`config.mk`:
```
export PLATFORM = sky130hd
export DESIGN_NAME = ipse_mod
export DESIGN_NICKNAME = d
export VERILOG_FILES = /design/src/design/ipse_pkg.sv /design/src/design/ipse_mod.sv
export SDC_FILE = /design/constraint.sdc
export NUM_CORES = 1
export LEC_CHECK = 0
export ABC_AREA = 1
export ABC_CLOCK_PERIOD_IN_PS = 2300
export BUFFER_PORTS_ARGS = -buffer_cell sky130_fd_sc_hd__buf_2
export CELL_PAD_IN_SITES_DETAIL_PLACEMENT = 1
export CELL_PAD_IN_SITES_GLOBAL_PLACEMENT = 1
export CORE_MARGIN = 5
export CORE_UTILIZATION = 41
export DETAILED_ROUTE_END_ITERATION = 6
export PLACE_DENSITY_LB_ADDON = 0.08
export SYNTH_ARGS = -nofsm -noshare
export SYNTH_HDL_FRONTEND = slang
export SYNTH_SLANG_ARGS = --single-unit
```
`constraint.sdc`:
```
create_clock -name clk -period 2.3 [get_ports clk]
set_clock_uncertainty 0.05 [all_clocks]
set_input_delay 0.23 -clock clk [delete_from_list [all_inputs] [get_ports clk]]
set_output_delay 0.23 -clock clk [all_outputs]
set_load 0.005 [all_outputs]
```
`src/design/ipse_pkg.sv`:
```
// Shared types and constants for the indexed stack engine.
package ipse_pkg;

  localparam int IPSE_DEPTH = 256;
  localparam int TAG_W      = 8;
  localparam int VAL_W      = 64;
  localparam int IDX_W      = 16;
  localparam int CAP_W      = 9;
  localparam int OUT_W      = 9;
  localparam int MODE_W     = 4;
  localparam int STAT_W     = 3;

  localparam logic [CAP_W-1:0] CAP_RESET = 9'd256;

  typedef enum logic [MODE_W-1:0] {
    M_PUSH      = 4'd0,
    M_PUSH_COPY = 4'd1,
    M_POP       = 4'd2,
    M_POP_N     = 4'd3,
    M_SET_TOP   = 4'd4,
    M_INSERT    = 4'd5,
    M_REMOVE    = 4'd6,
    M_REPLACE   = 4'd7,
    M_COPY      = 4'd8,
    M_ROTATE    = 4'd9,
    M_SWAP      = 4'd10,
    M_READ      = 4'd11,
    M_CLEAR     = 4'd12
  } mode_t;

  typedef enum logic [STAT_W-1:0] {
    ST_OK       = 3'd0,
    ST_OVERFLOW = 3'd1,
    ST_EMPTY    = 3'd2,
    ST_BAD_IDX  = 3'd3,
    ST_BAD_IDX2 = 3'd4,
    ST_FEW      = 3'd5
  } status_t;

  typedef struct packed {
    logic [TAG_W-1:0] tag;
    logic [VAL_W-1:0] value;
  } entry_t;

  typedef struct packed {
    mode_t                   mode;
    logic signed [IDX_W-1:0] index;
    logic signed [IDX_W-1:0] index_second;
    logic signed [IDX_W-1:0] rotate_count;
    logic [IDX_W-1:0]        pop_count;
    entry_t                  entry;
  } req_t;

  // Memory port controls between the sequencer and the entry store.
  typedef struct packed {
    logic rd_en;
    logic wr_en;
  } mem_ctl_t;

endpackage

```
`src/design/ipse_mod.sv`:
```
// Restoring remainder unit: one dividend bit per cycle.
module ipse_mod #(
  parameter int DIV_W = 9
) (
  input  logic                       clk,
  input  logic                       rst_n,
  input  logic                       start,
  input  logic [ipse_pkg::IDX_W-1:0] dividend,
  input  logic [DIV_W-1:0]           divisor,
  output logic                       done,
  output logic [DIV_W-1:0]           remainder
);
  import ipse_pkg::*;

  localparam int CNT_W = $clog2(IDX_W + 1);

  logic [DIV_W-1:0] rem_r, rem_nxt;
  logic [IDX_W-1:0] dvd_r, dvd_nxt;
  logic [DIV_W-1:0] dsr_r, dsr_nxt;
  logic [CNT_W-1:0] cnt_r, cnt_nxt;
  logic             busy_r, busy_nxt;
  logic             done_r, done_nxt;
  logic [DIV_W:0]   trial;

  always_comb begin
    rem_nxt  = rem_r;
    dvd_nxt  = dvd_r;
    dsr_nxt  = dsr_r;
    cnt_nxt  = cnt_r;
    busy_nxt = busy_r;
    done_nxt = 1'b0;
    trial    = {rem_r, dvd_r[IDX_W-1]};
    if (start) begin
      rem_nxt  = '0;
      dvd_nxt  = dividend;
      dsr_nxt  = divisor;
      cnt_nxt  = CNT_W'(IDX_W);
      busy_nxt = 1'b1;
    end else if (busy_r) begin
      if (trial >= {1'b0, dsr_r}) begin
        rem_nxt = DIV_W'(trial - {1'b0, dsr_r});
      end else begin
        rem_nxt = trial[DIV_W-1:0];
      end
      dvd_nxt = {dvd_r[IDX_W-2:0], 1'b0};
      cnt_nxt = cnt_r - CNT_W'(1);
      if (cnt_r == CNT_W'(1)) begin
        busy_nxt = 1'b0;
        done_nxt = 1'b1;
      end
    end
  end

  always_ff @(posedge clk) begin
    if (!rst_n) begin
      busy_r <= 1'b0;
      done_r <= 1'b0;
      cnt_r  <= '0;
    end else begin
      busy_r <= busy_nxt;
      done_r <= done_nxt;
      cnt_r  <= cnt_nxt;
    end
    rem_r <= rem_nxt;
    dvd_r <= dvd_nxt;
    dsr_r <= dsr_nxt;
  end

  assign done      = done_r;
  assign remainder = rem_r;

endmodule

```
==> flow_summary_export.csv <==
group,metric,value,unit
status,status,"finished, final reports clean",
power,cellLeakagePower,1.32,nW
sta,setup_slack,0.239,ns
sta,hold_slack,0.0603,ns
setup_path,slowest_stage,"fa_1",
sta,drv_slew,0,
power,p_per_area,662,nW/µm²
clock_tree,clk_pin_slew_worst_paths,0.08,ns
clock_tree,cts_setup_buffers,0,
route,drcViolationCount,0,
placed_design,place.gp.congestion,0.802,
run,drv_cap,0,
floorplanning,initial_utilization,42.5,%
clock_tree,cts_tree,"done",
route,wl,5.04,mm
synthesis,syn_nets,311,
route,wl_met3,179,µm
grt,antenna_found_initial,0,
synthesis,mappedNetlistArea,2200,µm²
setup_path,slowest_delay,0.42,ns
setup_path,crit_path_end_kind,"register",
floorplanning,fp.dieH,83.2,µm
synthesis,synth_cell_types,26,
route,via_count,1830,
layout,fillCellCount,661,
clock_tree,htreeDepth,2,
layout,stdcell_count,384,
synthesis,synth_seq_cells,41,
layout,area_delta_synth_final,16.6,%
layout,diodes,0,
clock_tree,clock_latency,0.29,ns
placed_design,dpl.hpwl,3.90,mm
power,ir_drop,310,µV
clock_tree,cts.path.max_buffers,2,
placed_design,dpl_worst_slack,0.251,ns
setup_path,required,2.46,ns
setup_path,path_buf_inv,2,
clock_tree,cts.sinks,41,
grt,grt_pass1_wl,8.85,mm
route,wl_met2,2.38,mm
setup_path,path_cells,"inv_1 -> ha_1 -> inv_1 -> fa_1 -> nand2_1 -> nand3_2 -> nand2_2 -> nand2_2 -> nand2_1 -> nand3_1 -> o21ai_0",
synthesis,synth-seq-area-share,48.7,%
route,drt_pre_antenna_iters,4,
route,drt-wirelength-per-cell,13.1,µm
floorplanning,pin_count,38,
sta,slew_headroom,49.2,%
grt,grt_max_degree,30,
grt,grt_overflow,0,
layout,nNetsFinal,353,
clock_tree,cts_root_buf,"clkbuf_8",
floorplanning,die_w,83.2,µm
sta,final-setup-viol-count,0,
synthesis,synth_cells,271,
sta,period_minus_slack,2.06,ns
sta,worst_pin_slew,0.761,ns
setup_path,cpLargestDelayFamily,"simple AND/OR/NAND/NOR gates",
floorplanning,die-area,6930,µm²
hold_path,hold_path.class,"in -> reg",
layout,fin_util,49.6,%
setup_path,start_kind,"register",
setup_path,path_class,"reg -> reg",
route,postRouteAntennaNets,0,
clock_tree,cts_hold_buf,0,
floorplanning,num_rows,26,
route,wl_met1,2.39,mm
sta,finalHoldViolCount,0,
floorplanning,core_area,5170,µm²
sta,max_freq,485,MHz
placed_design,place_inst,376,
clock_tree,cts_made_buffers,5,
route,drt-initial-drc-count,86,
placed_design,io_buffers,37,
sta,fin_setup_tns,0,ns
setup_path,worstPathMaxFanout,11,
route,vias_per_cell,4.77,
grt,grt_pass1_vias,1958,
synthesis,synth.avg_cell_area,8.11,µm²
route,highest_layer,"met4",
sta,period_share,89.6,%
grt,gr-usage-all-layers,15.6,%
setup_path,cp.arrival,2.22,ns
synthesis,synth_warnings,0,
clock_tree,post_cts_resized,0,
sta,rsz0062_at_grt,"no",
layout,drive_gt1_share,18.2,%
-- registers in the layout, indices dropped and copies added, names as in the netlist --
name       cells
done           1
cnt_r          5
busy_r         1
remainder      9
dsr_r          9
dvd_r         16
-- cell type report --
class	instances	area, µm²	share of cell area [%]
clock buffer	6	72.6	2.83
sequential	41	1070	41.8
timing repair buffer	40	208	8.10
tap	70	87.6	3.42
inverter	43	161	6.30
multi-input combinational	182	928	36.2
clock inverter	2	35.0	1.37
-- path summary, 6_finish.rpt --
check / depth (start not counted) / endpoint / start / slack, ns
hold reg to reg: 2 / cnt_r[4]$_SDFFE_PN0P_ / cnt_r[4]$_SDFFE_PN0P_ / 0.42
setup reg to reg: 11 / remainder[0]$_SDFFE_PP0P_ / dvd_r[15]$_DFFE_PP_ / 0.24
setup / recovery: 11 / remainder[0]$_SDFFE_PP0P_ / dvd_r[15]$_DFFE_PP_ / 0.24
hold / removal: 1 / dsr_r[1]$_DFFE_PP_ / divisor[1] / 0.06
-- kinds of logic after synthesis --
group | after synthesis | synth area share [%]
AOI/OAI and AO/OA | 12 | 3.02
xor gates and xnor gates | 4 | 1.59
DFF | 41 | 48.7
and+or+nand+nor | 154 | 30.4
buffers and inverters | 48 | 9.05
adders and majority gates | 12 | 7.17
-- per-layer routing --
layer | GRT usage [%] | vias up
li1 | - | 942
met5 | 0 | -
met2 | 26.3 | 27
met3 | 3.27 | 10
met4 | 5.94 | 0
met1 | 19.4 | 851
-- cell usage after synthesis, drive strengths merged --
master   n  area (µm²)
dfxtp   16         320
edfxtp  25         751
a21oi    4        20.0
nor3     3        15.0
nand3   29         155
fa       1        20.0
xnor2    3        26.3
nor2    19        76.3
inv     43         161
clkbuf   2        7.51
a31oi    1        6.26
a211oi   1        7.51
o21ai    5        25.0
ha      11         138
nand2   96         375
xor2     1        8.76
nand4    3        18.8
and3     1        6.26
nand3b   3        22.5
buf      3        30.0
o211ai   1        7.51
-- placed cells by master (no fill, tap or decap), types with 3 or more instances in the layout --
master,count
nor2_1,17
inv_1,43
nand2_1,90
edfxtp_1,25
nand3_1,27
nand2_2,6
nand3b_1,3
ha_1,11
buf_2,37
buf_4,3
clkbuf_8,5
a21oi_1,4
xnor2_1,3
nand4_1,3
o21ai_0,3
dfxtp_1,16
nor3_1,3
-- metrics by stage --
step / power [mW] / area [µm²]
6_report: 1.70 / 2560
5_1_grt: 1.79 / 2560
4_1_cts: 1.72 / 2560
3_5_place_dp: 1.15 / 2460
3_3_place_gp: 1.14 / 2460
2_1_floorplan: 1.06 / 2200
-- where the power goes --
part	switching [mW]	leakage (nW)	internal [mW]	total (mW)
combinational	0.161	0.885	0.102	0.263
clock	0.244	0.0552	0.322	0.567
sequential	0.0240	0.383	0.842	0.866
total	0.430	1.32	1.27	1.70
No activity file was read; power rests on OpenSTA's default activity.
